==> src/wnm_pkg.sv <==
// Shared types and constants for the wildcard name matcher.
// Used by the matcher cell, the result register, the top level and the checker.
package wnm_pkg;

  // Special pattern and name bytes
  localparam logic [7:0] CH_STAR   = 8'h2A;
  localparam logic [7:0] CH_QMARK  = 8'h3F;
  localparam logic [7:0] CH_DQUOTE = 8'h22;

  // Default pattern capacity in bytes
  localparam int DEF_PATTERN_LEN = 16;

  // Configuration port
  localparam int CFG_DATA_W = 64;
  localparam int CFG_IDX_W  = 2;
  localparam int LEN_REG_W  = 5;

  localparam logic [CFG_IDX_W-1:0] REG_PATTERN_LOW    = 2'd0;
  localparam logic [CFG_IDX_W-1:0] REG_PATTERN_HIGH   = 2'd1;
  localparam logic [CFG_IDX_W-1:0] REG_PATTERN_LENGTH = 2'd2;

  // Bytes held in the two pattern registers
  localparam int REG_BYTES = 8;
  localparam int STORED_BYTES = 2 * REG_BYTES;

  // Signals handed from one cell to the next along the chain
  typedef struct packed {
    logic take_a;   // full set: position advances into the next cell
    logic take_s;   // stripped set: position advances into the next cell
    logic carry_a;  // full set: star closure continues
    logic carry_s;  // stripped set: star closure continues
    logic carry_z;  // start set: star closure continues
  } wnm_link_t;

  // Per-cycle update commands broadcast to every cell
  typedef struct packed {
    logic a_from_start;  // feed the full set starting from the start set
    logic load_a;        // store the fed full set
    logic load_s_start;  // store the start set as the stripped set
    logic load_s_feed;   // store the fed stripped set
  } wnm_ctl_t;

  // Per-cell bits that the top level samples at the pattern length
  typedef struct packed {
    logic z;        // start set
    logic a_close;  // fed full set
    logic s_close;  // fed stripped set
    logic s_cur;    // stored stripped set
  } wnm_tap_t;

endpackage

==> src/wnm_cell.sv <==
// One pattern position of the NFA chain: holds its bit of the full and the
// stripped position sets and passes advance and star closure to its neighbor.
// Depends on wnm_pkg.
module wnm_cell (
  input  logic               clk,
  input  logic [7:0]         pat_byte,
  input  logic               en,
  input  logic [7:0]         char_a,
  input  logic [7:0]         char_s,
  input  wnm_pkg::wnm_ctl_t  ctl,
  input  wnm_pkg::wnm_link_t link_in,
  output wnm_pkg::wnm_link_t link_out,
  output wnm_pkg::wnm_tap_t  tap
);
  import wnm_pkg::*;

  logic a_q;
  logic s_q;
  logic is_star;
  logic is_qmark;
  logic close_z;
  logic src_a;
  logic close_a;
  logic close_s;

  assign is_star  = en && (pat_byte == CH_STAR);
  assign is_qmark = (pat_byte == CH_QMARK);

  // Start set: position zero plus star closure
  assign close_z = link_in.carry_z;

  assign src_a   = ctl.a_from_start ? close_z : a_q;
  assign close_a = (src_a && is_star) || link_in.take_a || link_in.carry_a;
  assign close_s = (s_q && is_star) || link_in.take_s || link_in.carry_s;

  assign link_out.take_a  = src_a && en && (is_qmark || pat_byte == char_a);
  assign link_out.take_s  = s_q && en && (is_qmark || pat_byte == char_s);
  assign link_out.carry_a = close_a && is_star;
  assign link_out.carry_s = close_s && is_star;
  assign link_out.carry_z = close_z && is_star;

  assign tap.z       = close_z;
  assign tap.a_close = close_a;
  assign tap.s_close = close_s;
  assign tap.s_cur   = s_q;

  always_ff @(posedge clk) begin
    if (ctl.load_a) begin
      a_q <= close_a;
    end
    if (ctl.load_s_start) begin
      s_q <= close_z;
    end else if (ctl.load_s_feed) begin
      s_q <= close_s;
    end
  end

endmodule

==> src/wnm_result_reg.sv <==
// Output register for the match result: holds one result until it is taken
// and tells the input side whether a new item may enter. Depends on wnm_pkg.
module wnm_result_reg (
  input  logic       clk,
  input  logic       rst,
  input  logic       load,
  input  logic       matched_in,
  input  logic       m_tready,
  output logic       m_tvalid,
  output logic [7:0] m_tdata,   // [0] matched, [7:1] zero
  output logic       space
);
  import wnm_pkg::*;

  logic matched_q;

  assign space   = !m_tvalid || m_tready;
  assign m_tdata = {7'b0, matched_q};

  always_ff @(posedge clk) begin
    if (rst) begin
      m_tvalid <= 1'b0;
    end else if (load) begin
      m_tvalid <= 1'b1;
    end else if (m_tready) begin
      m_tvalid <= 1'b0;
    end
  end

  always_ff @(posedge clk) begin
    if (load) begin
      matched_q <= matched_in;
    end
  end

endmodule

==> src/wildcard_name_matcher_core.sv <==
// Wildcard name matcher: glob match of a byte-streamed name against a pattern.
// Result: the match flag appears on m_* in the cycle after the name's last item is accepted.
// Throughput: one item per cycle; s_tready drops only while a result waits untaken.
// Speed is set by the ripple along the cell chain (start closure, then feed and closure).
// Reset (rst, synchronous): clears pattern registers, name state and the result valid.
// Depends on wnm_pkg, wnm_cell and wnm_result_reg.
module wildcard_name_matcher_core #(
  parameter int PATTERN_LEN = wnm_pkg::DEF_PATTERN_LEN
) (
  input  logic                           clk,
  input  logic                           rst,
  // name input
  input  logic                           s_tvalid,
  output logic                           s_tready,
  input  logic [7:0]                     s_tdata,   // [7:0] text_char
  input  logic                           s_tlast,   // last_char
  input  logic [0:0]                     s_tuser,   // [0] empty_name
  // result output
  output logic                           m_tvalid,
  input  logic                           m_tready,
  output logic [7:0]                     m_tdata,   // [0] matched, [7:1] zero
  // configuration
  input  logic                           cfg_we,
  input  logic [wnm_pkg::CFG_IDX_W-1:0]  cfg_index,
  input  logic [wnm_pkg::CFG_DATA_W-1:0] cfg_data
);
  import wnm_pkg::*;

  localparam int NUM_POS = PATTERN_LEN + 1;
  localparam int LEN_W   = $clog2(PATTERN_LEN + 1);

  // Configuration registers
  logic [CFG_DATA_W-1:0] pattern_low;
  logic [CFG_DATA_W-1:0] pattern_high;
  logic [LEN_REG_W-1:0]  pattern_length;

  // Name state
  logic       at_start;
  logic       opened;
  logic       held_valid;
  logic [7:0] held_byte;

  logic [LEN_W-1:0]   eff_len;
  logic [NUM_POS-1:0] pos_en;
  logic [7:0]         pat_bytes [NUM_POS];
  wnm_link_t          link [NUM_POS+1];
  wnm_tap_t           taps [NUM_POS];
  logic [NUM_POS-1:0] z_vec;
  logic [NUM_POS-1:0] a_close_vec;
  logic [NUM_POS-1:0] s_close_vec;
  logic [NUM_POS-1:0] s_cur_vec;
  wnm_ctl_t           ctl;

  logic       fire;
  logic       space;
  logic       empty_name;
  logic       is_dquote;
  logic       closing;
  logic       res_load;
  logic       res_matched;
  logic       restart;

  logic       at_start_next;
  logic       opened_next;
  logic       held_valid_next;

  // ---------------------------------------------------------------
  // Configuration writes
  // ---------------------------------------------------------------
  always_ff @(posedge clk) begin
    if (rst) begin
      pattern_low    <= '0;
      pattern_high   <= '0;
      pattern_length <= '0;
    end else if (cfg_we) begin
      case (cfg_index)
        REG_PATTERN_LOW:    pattern_low    <= cfg_data;
        REG_PATTERN_HIGH:   pattern_high   <= cfg_data;
        REG_PATTERN_LENGTH: pattern_length <= cfg_data[LEN_REG_W-1:0];
        default: ;
      endcase
    end
  end

  // Saturate the length at the pattern capacity
  always_comb begin
    if (32'(pattern_length) > PATTERN_LEN) begin
      eff_len = LEN_W'(PATTERN_LEN);
    end else begin
      eff_len = LEN_W'(pattern_length);
    end
  end

  // ---------------------------------------------------------------
  // Cell chain: one cell per pattern position plus the accept position
  // ---------------------------------------------------------------
  assign link[0] = '{take_a: 1'b0, take_s: 1'b0, carry_a: 1'b0, carry_s: 1'b0,
                     carry_z: 1'b1};

  for (genvar i = 0; i < NUM_POS; i++) begin : g_cell
    // Bytes past the two pattern registers read as zero
    if (i < REG_BYTES) begin : g_lo
      assign pat_bytes[i] = pattern_low[8*i +: 8];
    end else if (i < STORED_BYTES) begin : g_hi
      assign pat_bytes[i] = pattern_high[8*(i-REG_BYTES) +: 8];
    end else begin : g_zero
      assign pat_bytes[i] = 8'h00;
    end

    // Only positions below the length take part
    assign pos_en[i] = (32'(eff_len) > i);

    wnm_cell u_cell (
      .clk      (clk),
      .pat_byte (pat_bytes[i]),
      .en       (pos_en[i]),
      .char_a   (s_tdata),
      .char_s   (held_byte),
      .ctl      (ctl),
      .link_in  (link[i]),
      .link_out (link[i+1]),
      .tap      (taps[i])
    );

    assign z_vec[i]       = taps[i].z;
    assign a_close_vec[i] = taps[i].a_close;
    assign s_close_vec[i] = taps[i].s_close;
    assign s_cur_vec[i]   = taps[i].s_cur;
  end

  // ---------------------------------------------------------------
  // Item control
  // ---------------------------------------------------------------
  assign fire       = s_tvalid && s_tready;
  assign s_tready   = space;
  assign empty_name = s_tuser[0];
  assign is_dquote  = (s_tdata == CH_DQUOTE);
  // Closing quote of a quoted name: match the stripped set instead
  assign closing    = !at_start && s_tlast && opened && is_dquote;

  always_comb begin
    ctl.a_from_start = at_start;
    ctl.load_a       = 1'b0;
    ctl.load_s_start = 1'b0;
    ctl.load_s_feed  = 1'b0;
    res_load         = 1'b0;
    res_matched      = 1'b0;
    restart          = 1'b0;
    at_start_next    = at_start;
    opened_next      = opened;
    held_valid_next  = held_valid;

    if (fire) begin
      if (empty_name) begin
        // Drop whatever came before; answer for the empty name
        res_load    = 1'b1;
        res_matched = z_vec[eff_len];
        restart     = 1'b1;
      end else if (at_start) begin
        ctl.load_a       = 1'b1;
        ctl.load_s_start = 1'b1;
        at_start_next    = 1'b0;
        opened_next      = is_dquote;
        held_valid_next  = 1'b0;
        if (s_tlast) begin
          // A lone quote matches as the empty name
          res_load    = 1'b1;
          res_matched = is_dquote ? z_vec[eff_len] : a_close_vec[eff_len];
          restart     = 1'b1;
        end
      end else if (closing) begin
        res_load    = 1'b1;
        res_matched = held_valid ? s_close_vec[eff_len] : s_cur_vec[eff_len];
        restart     = 1'b1;
      end else begin
        ctl.load_a = 1'b1;
        if (opened) begin
          // Advance the stripped set by the held byte, hold this one
          ctl.load_s_feed = held_valid;
          held_valid_next = 1'b1;
        end
        if (s_tlast) begin
          res_load    = 1'b1;
          res_matched = a_close_vec[eff_len];
          restart     = 1'b1;
        end
      end

      if (restart) begin
        at_start_next   = 1'b1;
        opened_next     = 1'b0;
        held_valid_next = 1'b0;
      end
    end
  end

  always_ff @(posedge clk) begin
    if (rst) begin
      at_start   <= 1'b1;
      opened     <= 1'b0;
      held_valid <= 1'b0;
    end else begin
      at_start   <= at_start_next;
      opened     <= opened_next;
      held_valid <= held_valid_next;
    end
  end

  // One-byte delay for the stripped set
  always_ff @(posedge clk) begin
    if (fire && !at_start && !empty_name && !closing && opened) begin
      held_byte <= s_tdata;
    end
  end

  // ---------------------------------------------------------------
  // Result register
  // ---------------------------------------------------------------
  wnm_result_reg u_result (
    .clk        (clk),
    .rst        (rst),
    .load       (res_load),
    .matched_in (res_matched),
    .m_tready   (m_tready),
    .m_tvalid   (m_tvalid),
    .m_tdata    (m_tdata),
    .space      (space)
  );

endmodule

==> config.mk <==
export PLATFORM = sky130hd
export DESIGN_NAME = wildcard_name_matcher_core
export DESIGN_NICKNAME = d
export VERILOG_FILES = /design/src/wnm_pkg.sv /design/src/wnm_cell.sv /design/src/wnm_result_reg.sv /design/src/wildcard_name_matcher_core.sv
export SDC_FILE = /design/constraint.sdc
export NUM_CORES = 1
export LEC_CHECK = 0
export BUFFER_PORTS_ARGS = -buffer_cell sky130_fd_sc_hd__buf_2
export CORE_ASPECT_RATIO = 0.5
export CORE_MARGIN = 4
export CORE_UTILIZATION = 30
export CTS_CLUSTER_DIAMETER = 200
export DETAILED_ROUTE_END_ITERATION = 8
export SLEW_MARGIN = 20
export SYNTH_ARGS = -nofsm -noshare
export SYNTH_HDL_FRONTEND = slang
export SYNTH_SLANG_ARGS = --single-unit
==> constraint.sdc <==
create_clock -name clk -period 2.9 [get_ports clk]
set_input_delay 0.29 -clock clk [delete_from_list [all_inputs] [get_ports clk]]
set_output_delay 0.29 -clock clk [all_outputs]
set_load 0.03 [all_outputs]
==> impl_metrics.env <==
export IMPL_min_delay_path_depth=3
export IMPL_synth_distinct_cells=91
export IMPL_async_flop_share=0
export IMPL_hpwl_um=39970
export IMPL_rsz0062_at_grt="yes"
export IMPL_relSlewSlack=0.3947
export IMPL_drt_initial_drc_count=1681
export IMPL_yosysWarningCount=0
export IMPL_ant_nets=0
export IMPL_remaining_drc_errors=0
export IMPL_setup_ws_ps=-549.1
export IMPL_grt_pass1_vias=13092
export IMPL_yosysTopAreaCellShare=0.2231
export IMPL_dp_cells=2502
export IMPL_syn_cell_area_um2=12380
export IMPL_status="finished, violations left"
export IMPL_grt_overflow_total=0
export IMPL_rows=52
export IMPL_r2r_slack_ps=-550
export IMPL_fin_util=0.4302
export IMPL_tightestPinTransition_ps=895.3
export IMPL_peakVddDrop_uv=427.5
export IMPL_io_pins=91
export IMPL_clock_latency_ps=460
export IMPL_clockBufferDepth=2
export IMPL_p_leak_uw=0.006789
export IMPL_ctsHtreeMaxLevel=4
export IMPL_die_x_um=295.3
export IMPL_hold_path_endpoint="pattern_low[5]"
export IMPL_fin_crit_sh=1.189
export IMPL_cap_violations=0
export IMPL_synth_edf_count=41
export IMPL_clockRootBuffer="clkbuf_16"
export IMPL_core_area_um2=40600
export IMPL_power_density_nw_per_um2=349.2
export IMPL_grt_max_degree=133
export IMPL_drv_slew=0
export IMPL_end_kind="flip-flop"
export IMPL_yosys_top_cells_area="dfxtp_1 22%, xnor2_1 13%, edfxtp_1 9.9%"
export IMPL_numCtsBuffers=17
export IMPL_design_power_total_uw=6099
export IMPL_timing_fmax_mhz=289.9
export IMPL_clkTransAtPathRegs_ps=80
export IMPL_die_area_um2=44780
export IMPL_initial_utilization=0.3050
export IMPL_fin_skew_ps=13.83
export IMPL_ctsHoldBuffers=0
export IMPL_setup_viol=15
export IMPL_finalCriticalPeriod_ps=3449
export IMPL_grt_pass1_wl_um=78110
export IMPL_worstPathArrival_ps=3770
export IMPL_synthCells=1591
export IMPL_postSynthAreaPerCell_um2=7.782
export IMPL_dpl_cell_area_um2=16270
export IMPL_seq_area_frac_synth=0.3226
export IMPL_fin_nets=2083
export IMPL_fin_area_um2=17470
export IMPL_hold_path_startpoint="cfg_data[5]"
export IMPL_r2r_end="u_result.matched_q"
export IMPL_instances_no_fill=2556
export IMPL_cts_sinks=179
export IMPL_rr_worst_depth=12
export IMPL_drt_first_pass_iters=6
export IMPL_fillers=4055
export IMPL_cts_tree="built"
export IMPL_cp_start_kind="flip-flop"
export IMPL_wl_um=52200
export IMPL_grt_usage=0.2287
export IMPL_antenna_found_initial=1
export IMPL_portBuffers=83
export IMPL_ys_ff_latch=179
export IMPL_synth_largest_area_cell="dfxtp_1"
export IMPL_critPathKind="flip-flop to flip-flop"
export IMPL_violations="negative setup slack"
export IMPL_hold_class="input port to flip-flop"
export IMPL_vias_per_cell=5.345
export IMPL_synthFlopType="dfxtp_1"
export IMPL_area_growth_pct=41.06
export IMPL_finalHoldViolations=0
export IMPL_drt_wirelength_per_cell_um=20.42
export IMPL_layout_drive_gt1_share=0.3181
export IMPL_vias=13662
export IMPL_required_ps=3220
export IMPL_worstPathMaxFanout=3
export IMPL_die_h_um=151.7
export IMPL_routabilityCongestion=0.9858
export IMPL_final_setup_tns_ps=-3228
export IMPL_reg2reg_from="pattern_high[0]"
-- sequential cells by signal, indices dropped and copies added, names as in the netlist --
signal and flops:
at_start 1, held_byte 8, g_cell.u_cell.s_q 17, opened 1
pattern_length 5, g_cell.u_cell.a_q 16, u_result.matched_q 1, held_valid 1
u_result.m_tvalid 1, pattern_high 64, pattern_low 64
-- worst max path at each step --
stage                    endpoint              start  depth (start not counted)
4_1_cts        u_result.matched_q    pattern_low[56]                         13
2_1_floorplan  u_result.matched_q    pattern_high[0]                         13
6_report       u_result.matched_q    pattern_high[0]                         12
3_5_place_dp   u_result.matched_q  pattern_length[1]                         16
3_3_place_gp   u_result.matched_q  pattern_length[1]                         16
5_1_grt        u_result.matched_q  pattern_length[2]                         17
-- stage by stage --
step | hold slack [ps] | worst slack (ps)
floorplan | 388.9 | -216.9
global placement | 463.3 | -540.0
detailed placement | 466.7 | -534.6
CTS | 55.31 | -473.1
global route | 62.40 | -648.1
finish | 69.53 | -549.1
-- layout make-up --
class                           instances  area [µm²]  share of cell area
Inverter                               17       63.81            0.003654
Multi-Input combinational cell       1280        8245              0.4721
Antenna cell                            1       2.502           0.0001433
Clock buffer                           20       457.9             0.02622
Timing Repair Buffer                  507        3904              0.2235
Clock inverter                         12       115.1            0.006591
Tap cell                              540       675.6             0.03868
Sequential cell                       179        4001              0.2291
-- cells by family after synthesis --
logic type             after synthesis  synth area share
XOR/XNOR                           256            0.1811
flip-flops                         179            0.3226
AND/OR/NAND/NOR                    632            0.2499
other                                1         0.0003029
buffers and inverters              138           0.04820
AO/OA/AOI/OAI                      372            0.1871
multiplexers                        13           0.01081
-- layer usage --
layer	GRT usage	up-vias	wire, µm
met5	0	-	0
met4	0.06725	0	1279
met1	0.3241	6543	23800
li1	-	6435	-
met3	0.04850	81	4533
met2	0.3501	603	22590
-- timing repair --
item	4_1_cts	5_1_grt
endpoints found under the setup margin	18	20
buffers inserted	7	14
gates resized for setup	45	57
gates cloned	0	0
pin swaps	14	24
-- synth_stat cells, types with 18 or more instances --
| master | instances |
|---|---|
| nand2_1 | 315 |
| xnor2_1 | 180 |
| a21oi_1 | 179 |
| dfxtp_1 | 138 |
| nor2_1 | 77 |
| xor2_1 | 76 |
| clkbuf_1 | 73 |
| nand4_1 | 56 |
| o21ai_0 | 47 |
| edfxtp_1 | 41 |
| nand3_1 | 41 |
| buf_2 | 27 |
| nor4_1 | 25 |
| nor3_1 | 18 |
-- where the power goes --
| group | internal [µW] | switching, µW |
|---|---|---|
| Combinational | 473 | 598 |
| Sequential | 2630 | 57.8 |
| Clock | 1180 | 1160 |
-- cells in the final DEF, fill, tap and decap left out, types with 8 or more instances in the layout --
master     count
a31oi_1       10
nor4_1        19
mux2i_1       10
inv_1         15
a21o_1         8
buf_6         14
a21oi_2        9
clkbuf_16     18
buf_12        20
buf_2         82
xnor2_1      180
nand3_1       40
edfxtp_1      41
and3_1        11
nor3_1        15
dfxtp_1      132
o211ai_1      14
buf_4        391
a21oi_1      171
nor2_1        70
o21ai_1       10
nand4_1       56
nand2_1      315
o21ai_0       39
xor2_1        76
nor2b_1       10
-- critical path, cell delays in order (launching register included) --
cell and delay [ps]:
dfxtp_1 310, or4b_1 550, or4_4 480, nor4_4 400
nand4_4 220, a2111oi_4 430, o211ai_2 120, nand3_2 100
nand2_2 70, a21oi_2 140, a21oi_1 60, a311oi_2 220
a32o_1 200
Power figures use the tool's default switching activity.
